`config.mk`:
```
export PLATFORM = sky130hd
export DESIGN_NAME = nsc_core_flat
export DESIGN_NICKNAME = d
export VERILOG_FILES = /design/src/hw/rtl/nsc_pkg.sv /design/src/hw/rtl/nsc_if.sv /design/src/hw/rtl/nsc_core.sv /design/src/flat_wrapper.sv
export SDC_FILE = /design/constraint.sdc
export NUM_CORES = 1
export LEC_CHECK = 0
export BUFFER_PORTS_ARGS = -buffer_cell sky130_fd_sc_hd__buf_2
export CORE_MARGIN = 4
export CORE_UTILIZATION = 52
export DETAILED_ROUTE_END_ITERATION = 8
export GPL_TIMING_DRIVEN = 0
export PLACE_DENSITY = 0.81
export SYNTH_ARGS = -nofsm -noshare
export SYNTH_HDL_FRONTEND = slang
export SYNTH_SLANG_ARGS = --single-unit
```
`constraint.sdc`:
```
create_clock -name clk -period 2.3 [get_ports clk]
set_input_delay 0 -clock clk [delete_from_list [all_inputs] [get_ports clk]]
set_output_delay 0 -clock clk [all_outputs]
set_load 0.03 [all_outputs]
```
`src/hw/rtl/nsc_pkg.sv`:
```
// ----------------------------------------------------------------------------
// nsc_pkg
// Types, character constants and small lookup functions shared by the NMEA
// sentence checker modules.
// ----------------------------------------------------------------------------
`default_nettype none

package nsc_pkg;

  localparam logic [7:0] CHAR_STAR   = 8'h2A;
  localparam logic [7:0] CHAR_DOLLAR = 8'h24;
  localparam logic [7:0] CHAR_COMMA  = 8'h2C;

  localparam int unsigned TALKER_LEN = 6;

  localparam logic [4:0] FIELD_SELECT_RESET = 5'd2;
  localparam logic [4:0] COMMA_COUNT_MAX    = 5'd31;
  localparam logic [1:0] HEX_DIGITS         = 2'd2;

  typedef enum logic [1:0] {
    KIND_OTHER = 2'd0,
    KIND_GGA   = 2'd1,
    KIND_VTG   = 2'd2
  } kind_t;

  typedef struct packed {
    logic [7:0] char_in;
    logic       end_of_line;
  } in_item_t;

  typedef struct packed {
    logic       field_char_valid;
    logic [7:0] field_char;
    logic       sentence_done;
    logic       checksum_ok;
    logic [7:0] computed_sum;
    logic [7:0] received_sum;
    logic [1:0] sentence_kind;
  } out_item_t;

  function automatic logic [7:0] gga_char(input logic [2:0] pos);
    logic [7:0] ch;
    case (pos)
      3'd0:    ch = 8'h24;
      3'd1:    ch = 8'h47;
      3'd2:    ch = 8'h4E;
      3'd3:    ch = 8'h47;
      3'd4:    ch = 8'h47;
      3'd5:    ch = 8'h41;
      default: ch = 8'h00;
    endcase
    return ch;
  endfunction

  function automatic logic [7:0] vtg_char(input logic [2:0] pos);
    logic [7:0] ch;
    case (pos)
      3'd0:    ch = 8'h24;
      3'd1:    ch = 8'h47;
      3'd2:    ch = 8'h4E;
      3'd3:    ch = 8'h56;
      3'd4:    ch = 8'h54;
      3'd5:    ch = 8'h47;
      default: ch = 8'h00;
    endcase
    return ch;
  endfunction

  // Returns {is_hex, value}.
  function automatic logic [4:0] hex_of(input logic [7:0] c);
    logic [4:0] r;
    r = 5'd0;
    if (c >= 8'h30 && c <= 8'h39) begin
      r = {1'b1, 4'(c - 8'h30)};
    end else if (c >= 8'h41 && c <= 8'h46) begin
      r = {1'b1, 4'(c - 8'h37)};
    end else if (c >= 8'h61 && c <= 8'h66) begin
      r = {1'b1, 4'(c - 8'h57)};
    end
    return r;
  endfunction

endpackage

`default_nettype wire

```
`src/hw/rtl/nsc_if.sv`:
```
// ----------------------------------------------------------------------------
// nsc_if
// Valid/ready channel interfaces for sentence bytes and checker results.
// ----------------------------------------------------------------------------
`default_nettype none


interface nsc_out_if;
  logic               valid;
  logic               ready;
  nsc_pkg::out_item_t payload;

  modport source (output valid, output payload, input ready);
  modport sink (input valid, input payload, output ready);
endinterface

`default_nettype wire

```
`src/hw/rtl/nsc_core.sv`:
```
// ----------------------------------------------------------------------------
// nsc_core
// Sentence state, checksum and field logic with the result register.
// ----------------------------------------------------------------------------
`default_nettype none

module nsc_core #(
  parameter int MAX_SENTENCE_BYTES = 128
) (
  input  wire logic             clk,
  input  wire logic             rst_n,
  input  wire logic             cfg_wr_en,
  input  wire logic [4:0]       cfg_wr_data,
  input  wire nsc_pkg::in_item_t item,
  input  wire logic             item_valid,
  output logic                  item_take,
  nsc_out_if.source             out_ch
);

  localparam logic [7:0] MaxBytes = 8'(MAX_SENTENCE_BYTES);

  logic [4:0] field_select_r;
  logic [7:0] xor_r, xor_nxt;
  logic       star_r, star_nxt;
  logic [1:0] hex_cnt_r, hex_cnt_nxt;
  logic [7:0] hex_val_r, hex_val_nxt;
  logic       hex_err_r, hex_err_nxt;
  logic [4:0] comma_r, comma_nxt;
  logic [7:0] pos_r, pos_nxt;
  logic [1:0] talker_r, talker_nxt;

  logic               out_valid_r;
  nsc_pkg::out_item_t out_data_r;
  nsc_pkg::out_item_t result;
  nsc_pkg::kind_t     kind;

  logic [7:0] c;
  logic       take;
  logic       proc;
  logic       fvalid;
  logic [4:0] hex_d;

  assign item_take = item_valid && (!out_valid_r || out_ch.ready);
  assign c         = item.char_in;

  always_comb begin
    xor_nxt     = xor_r;
    star_nxt    = star_r;
    hex_cnt_nxt = hex_cnt_r;
    hex_val_nxt = hex_val_r;
    hex_err_nxt = hex_err_r;
    comma_nxt   = comma_r;
    pos_nxt     = pos_r;
    talker_nxt  = talker_r;
    fvalid      = 1'b0;
    hex_d       = nsc_pkg::hex_of(c);
    take        = (c != 8'd0) && !(star_r && hex_cnt_r >= nsc_pkg::HEX_DIGITS);
    proc        = take && (pos_r < MaxBytes);

    if (take && !proc) begin
      hex_err_nxt = 1'b1;
    end
    if (proc) begin
      if (pos_r < 8'(nsc_pkg::TALKER_LEN)) begin
        if (c != nsc_pkg::gga_char(pos_r[2:0])) begin
          talker_nxt[0] = 1'b0;
        end
        if (c != nsc_pkg::vtg_char(pos_r[2:0])) begin
          talker_nxt[1] = 1'b0;
        end
      end
      pos_nxt = pos_r + 8'd1;
      if (star_r) begin
        if (!hex_d[4]) begin
          hex_err_nxt = 1'b1;
        end else begin
          hex_val_nxt = {hex_val_r[3:0], hex_d[3:0]};
        end
        hex_cnt_nxt = hex_cnt_r + 2'd1;
      end else if (c == nsc_pkg::CHAR_STAR) begin
        star_nxt = 1'b1;
      end else begin
        if (c != nsc_pkg::CHAR_DOLLAR) begin
          xor_nxt = xor_r ^ c;
        end
        if (c == nsc_pkg::CHAR_COMMA) begin
          if (comma_r < nsc_pkg::COMMA_COUNT_MAX) begin
            comma_nxt = comma_r + 5'd1;
          end
        end else if (field_select_r != 5'd0 && comma_r == field_select_r - 5'd1) begin
          fvalid = 1'b1;
        end
      end
    end
  end

  always_comb begin
    kind = nsc_pkg::KIND_OTHER;
    if (pos_nxt >= 8'(nsc_pkg::TALKER_LEN)) begin
      if (talker_nxt[0]) begin
        kind = nsc_pkg::KIND_GGA;
      end else if (talker_nxt[1]) begin
        kind = nsc_pkg::KIND_VTG;
      end
    end
  end

  always_comb begin
    result.field_char_valid = fvalid;
    result.field_char       = fvalid ? c : 8'd0;
    result.sentence_done    = item.end_of_line;
    result.checksum_ok      = item.end_of_line && star_nxt &&
                              hex_cnt_nxt == nsc_pkg::HEX_DIGITS &&
                              !hex_err_nxt && xor_nxt == hex_val_nxt;
    result.computed_sum     = xor_nxt;
    result.received_sum     = hex_val_nxt;
    result.sentence_kind    = kind;
  end

  always_ff @(posedge clk) begin
    if (!rst_n) begin
      field_select_r <= nsc_pkg::FIELD_SELECT_RESET;
    end else if (cfg_wr_en) begin
      field_select_r <= cfg_wr_data;
    end
  end

  always_ff @(posedge clk) begin
    if (!rst_n || (item_take && item.end_of_line)) begin
      xor_r     <= 8'd0;
      star_r    <= 1'b0;
      hex_cnt_r <= 2'd0;
      hex_val_r <= 8'd0;
      hex_err_r <= 1'b0;
      comma_r   <= 5'd0;
      pos_r     <= 8'd0;
      talker_r  <= 2'b11;
    end else if (item_take) begin
      xor_r     <= xor_nxt;
      star_r    <= star_nxt;
      hex_cnt_r <= hex_cnt_nxt;
      hex_val_r <= hex_val_nxt;
      hex_err_r <= hex_err_nxt;
      comma_r   <= comma_nxt;
      pos_r     <= pos_nxt;
      talker_r  <= talker_nxt;
    end
  end

  always_ff @(posedge clk) begin
    if (!rst_n) begin
      out_valid_r <= 1'b0;
    end else if (item_take) begin
      out_valid_r <= 1'b1;
    end else if (out_ch.ready) begin
      out_valid_r <= 1'b0;
    end
  end

  always_ff @(posedge clk) begin
    if (item_take) begin
      out_data_r <= result;
    end
  end

  assign out_ch.valid   = out_valid_r;
  assign out_ch.payload = out_data_r;

  a_ok_only_at_end : assert property (@(posedge clk) disable iff (!rst_n)
    out_valid_r && out_data_r.checksum_ok |-> out_data_r.sentence_done)
    else $error("checksum_ok reported on a byte that does not end a sentence");

  a_clear_after_end : assert property (@(posedge clk) disable iff (!rst_n)
    $past(item_take && item.end_of_line) |-> pos_r == 8'd0 && !star_r && talker_r == 2'b11)
    else $error("sentence state not cleared after the last byte");

  a_digits_need_star : assert property (@(posedge clk) disable iff (!rst_n)
    !star_r |-> hex_cnt_r == 2'd0)
    else $error("checksum digits counted before the star");

  a_digit_count_range : assert property (@(posedge clk) disable iff (!rst_n)
    hex_cnt_r != 2'd3)
    else $error("checksum digit count beyond two");

  a_pos_bound : assert property (@(posedge clk) disable iff (!rst_n)
    pos_r <= MaxBytes)
    else $error("byte position ran past the sentence limit");

endmodule

`default_nettype wire

```
`src/flat_wrapper.sv`:
```
// flat-port wrapper written by rule: the top's interface ports become plain ports
module nsc_core_flat 
#(
  parameter int MAX_SENTENCE_BYTES = 128
)
  (clk, rst_n, cfg_wr_en, cfg_wr_data, item, item_valid, item_take, out_ch_valid, out_ch_payload, out_ch_ready);
  nsc_out_if out_ch_i ();
  input  wire logic clk;
  input  wire logic rst_n;
  input  wire logic cfg_wr_en;
  input  wire logic [4:0] cfg_wr_data;
  input  wire nsc_pkg::in_item_t item;
  input  wire logic item_valid;
  output logic item_take;
  output wire logic [$bits(out_ch_i.valid)-1:0] out_ch_valid;
  output wire logic [$bits(out_ch_i.payload)-1:0] out_ch_payload;
  input wire logic [$bits(out_ch_i.ready)-1:0] out_ch_ready;
  assign out_ch_valid = out_ch_i.valid;
  assign out_ch_payload = out_ch_i.payload;
  assign out_ch_i.ready = out_ch_ready;
  nsc_core #(.MAX_SENTENCE_BYTES(MAX_SENTENCE_BYTES)) u_core (.clk(clk), .rst_n(rst_n), .cfg_wr_en(cfg_wr_en), .cfg_wr_data(cfg_wr_data), .item(item), .item_valid(item_valid), .item_take(item_take), .out_ch(out_ch_i));
endmodule
```
==> key figures <==
Logic synthesis
  – Seq/Total Area, Yosys: 0.453
  – Post-Syn Instances: 392
  – Register bit total from synthesis: 70
  – Post-synth ARST share: 0
  – Yosys cell types: 57
  – Syn Nets: 422
  – Avg Synthesized Cell Area: 9.53 sq um
  – Number of flops mapped to enable cells by yosys: 29
  – Ys flop type: dfxtp_1
  – Cell Area, Synth: 3740 sq um
  – Yosys Warn Count: 0

STA
  – Fin worst setup slack: -0.102 ns
  – Worst-case clock skew: 0.00639 ns
  – Max_slew headroom: 0.560
  – Final-report max-slew violation count: 0
  – Final Hold Fails: 0
  – FMAX: 416 MHz
  – Slew @ Worst Pin: 0.655 ns
  – Final period util: 1.04
  – Final setup vio count: 2
  – Post-layout min period: 2.40 ns
  – RSZ-0062 raised after global routing: true
  – Setup Total Neg Slack: -0.192 ns

Run status
  – Status: finished with violations
  – Failing checks: negative setup slack

Clock network
  – Clk sink count: 70
  – TritonCTS clock tree: done
  – Worst-path clk slew: 0.07 ns
  – CTS root buf: clkbuf_8
  – H-tree Lvls: 3
  – Insertion delay to the later sink of the worst-skew pair: 0.36 ns
  – CTS buffer count: 9
  – CTS Buffer Depth: 2

Detailed routing
  – DRC Markers: 0
  – Vias: 3193
  – TritonRoute pass-1 iters: 6
  – Drt total wl: 9.29 mm
  – Vias per cell: 5.56
  – DRT antenna net count: 0
  – DR WL/cell: 16.2 um
  – DR iter-0 viols: 247

Floorplan
  – Width of the die: 92.8 um
  – Ports: 50
  – Core ar.: 6870 sq um
  – Initial Util: 0.544
  – Die area: 8610 sq um
  – Die Span Y: 92.8 um
  – Rows: 30

Flow run
  – Max_cap viols: 0

Pwr
  – Internal power: 2220 uW
  – Clock share of power: 0.371
  – Switch share: 0.266
  – Power per cell area: 639 nW/um^2
  – Sw power: 804 uW
  – Leak: 0.00192 uW
  – Peak supply drop: 0.400 mV
  – Part of the power in registers: 0.462
  – Logic pwr share: 0.166

Setup path
  – Worst-case reg-to-reg path depth: 10
  – Critical Path RT: 2.48 ns
  – Reg-to-Reg End: u_core.out_ch.payload[18]
  – FF-to-FF Start: u_core.hex_cnt_r[0]
  – CP endpoint kind: register
  – Crit Path Class: reg2reg
  – Worst Setup Start Kind: register
  – Slowest cell on crit path: or4b_4
  – Reg2reg setup slack: -0.10 ns
  – Worst path max stage delay: 0.49 ns
  – Critical-path cell list: inv_4 -> ha_4 -> or4b_4 -> a21oi_4 -> o21ai_2 -> buf_6 -> mux2i_4 -> xor2_2 -> nand4_1 -> nor4_2
  – Crit path max fanout: 4
  – Arr. time, crit path: 2.59 ns

Global routing
  – GR Overflow Total: 0
  – Pin count of the biggest net entering global routing: 40
  – Overall Global Routing Usage: 0.221
  – Vias in the first global route: 3136
  – Antenna violations before repair: 0
  – First-pass GRT wire length: 14.9 mm

Final layout
  – Layout Nets: 503
  – Commonest non-fill, non-tap cell in the layout: buf_2
  – Fill cell count: 506
  – Proportion of layout cells with a drive suffix above 1: 0.238
  – FF/Latch Area: 1700 sq um
  – Area growth syn-to-layout: 26.5%
  – Ant diodes: 0
  – Most frequent cells in the layout: buf_2, nor2_1, dfxtp_1, nand2_1, edfxtp_1
  – Multi-input gate area: 2040 sq um

Placement
  – GP Congestion: 0.863
  – Worst slack, placed: -0.615 ns
  – Number of port buffers: 46
  – HPWL Detailed: 6.06 mm

Min path
  – Hold path start: item[5]
  – Min-Delay Endpoint: u_core.out_ch.payload[24]
  – Hold path depth: 2
  – Hold crit path type: in2reg
-- area by class of cell --
class | instances | area share
tap | 96 | 0.0254
sequential | 70 | 0.359
clock buffer | 13 | 0.0336
clock inverter | 3 | 0.0143
buffer | 18 | 0.0238
timing repair buffer | 71 | 0.0960
multi-input combinational | 282 | 0.430
inverter | 21 | 0.0172
-- logic make-up (layout without fill, tap and decap cells) --
group                    count (synthesis)  in the layout  share of synthesized area
AND/OR/NAND/NOR                        152            152                      0.211
XOR/XNOR                                42             42                      0.100
multiplexers                            13             13                     0.0385
AO/OA/AOI/OAI                           64             64                      0.116
buffers and inverters                   40            126                     0.0452
adder cells (fa/ha/maj)                 11             11                     0.0368
flip-flops                              70             70                      0.453
-- what timing repair did --
action | CTS | global route
hold buffers | 13 | 0
cloned | 0 | 0
pin swaps | 4 | 3
setup endpoints to repair | 47 | 17
hold endpoints to repair | 7 | 0
gates resized for setup | 15 | 15
setup buffers | 5 | 7
-- Yosys cell counts (all sizes together) (2+ instances only) --
cell | n | area, sq um
nor2 | 44 | 165
dfxtp | 41 | 821
nand2 | 34 | 128
edfxtp | 29 | 871
xnor2 | 22 | 200
inv | 21 | 78.8
xor2 | 20 | 175
o21ai | 16 | 83.8
clkbuf | 15 | 60.1
a21oi | 14 | 77.6
nand3 | 14 | 70.1
mux2i | 12 | 133
ha | 11 | 138
nand4 | 10 | 62.6
a211oi | 9 | 72.6
nor2b | 8 | 50.1
nor3 | 8 | 40.0
nor4 | 7 | 56.3
and2 | 6 | 37.5
a31oi | 5 | 31.3
nand2b | 5 | 31.3
buf | 4 | 30.0
a21boi | 3 | 22.5
nand3b | 2 | 15.0
nor3b | 2 | 15.0
nor4b | 2 | 30.0
o211ai | 2 | 15.0
o22ai | 2 | 12.5
o31a | 2 | 17.5
or3 | 2 | 12.5
or4b | 2 | 20.0
-- flip-flops by register name, indices dropped and copies added, names as in the netlist, 2 cells and up --
| name | count |
|---|---|
| u_core.hex_val_r | 8 |
| u_core.talker_r | 2 |
| u_core.hex_cnt_r | 2 |
| u_core.field_select_r | 5 |
| u_core.comma_r | 5 |
| u_core.pos_r | 8 |
| u_core.out_ch.payload | 29 |
| u_core.xor_r | 8 |
-- worst max path at each step --
stage | startpoint | to | slack (ns)
global route | u_core.hex_cnt_r[0] | u_core.out_ch.payload[18] | -0.26
finish | u_core.hex_cnt_r[0] | u_core.out_ch.payload[18] | -0.10
detailed placement | item[1] | u_core.out_ch.payload[18] | -0.61
floorplan | u_core.hex_cnt_r[0] | u_core.out_ch.payload[18] | -0.02
CTS | u_core.hex_cnt_r[0] | u_core.out_ch.payload[18] | -0.15
global placement | item[1] | u_core.out_ch.payload[18] | -0.50
-- layer usage --
layer	vias up	global-route usage	routed length (um)	share of wire
met5	-	0	0	0
met4	0	0.112	344	0.037
met3	36	0.0520	560	0.060
met2	140	0.383	4640	0.50
met1	1480	0.253	3740	0.40
li1	1537	-	-	-
-- power groups by stage --
stage	Clock (uW)	Combinational, uW	Sequential, uW
after floorplan	0	258	1490
after global placement	0	435	1420
after detailed placement	0	448	1420
after CTS	1130	479	1400
after global routing	1190	542	1400
final	1120	503	1400
-- per-stage QoR --
step	std cells	area (sq um)	hold slack, ns	util	total power (uW)
floorplan	392	3800	0.0986	-	1750
global placement	534	4150	0.224	0.604	1860
detailed placement	534	4150	0.239	0.604	1870
CTS	567	4610	0.00716	0.671	3000
global route	574	4730	0.0146	0.689	3130
finish	574	4730	0.0178	0.689	3020
-- critical path: cells and delay by family (launching register included) --
kind / cells / cell delay, ns
and+or+nand+nor: 3 / 0.93
muxes: 1 / 0.19
xor gates and xnor gates: 1 / 0.18
AOI/OAI and AO/OA: 2 / 0.23
buffers and inverters: 2 / 0.20
adders and majority gates: 1 / 0.14
DFF: 1 / 0.34
(Power assumes the default switching activity.)
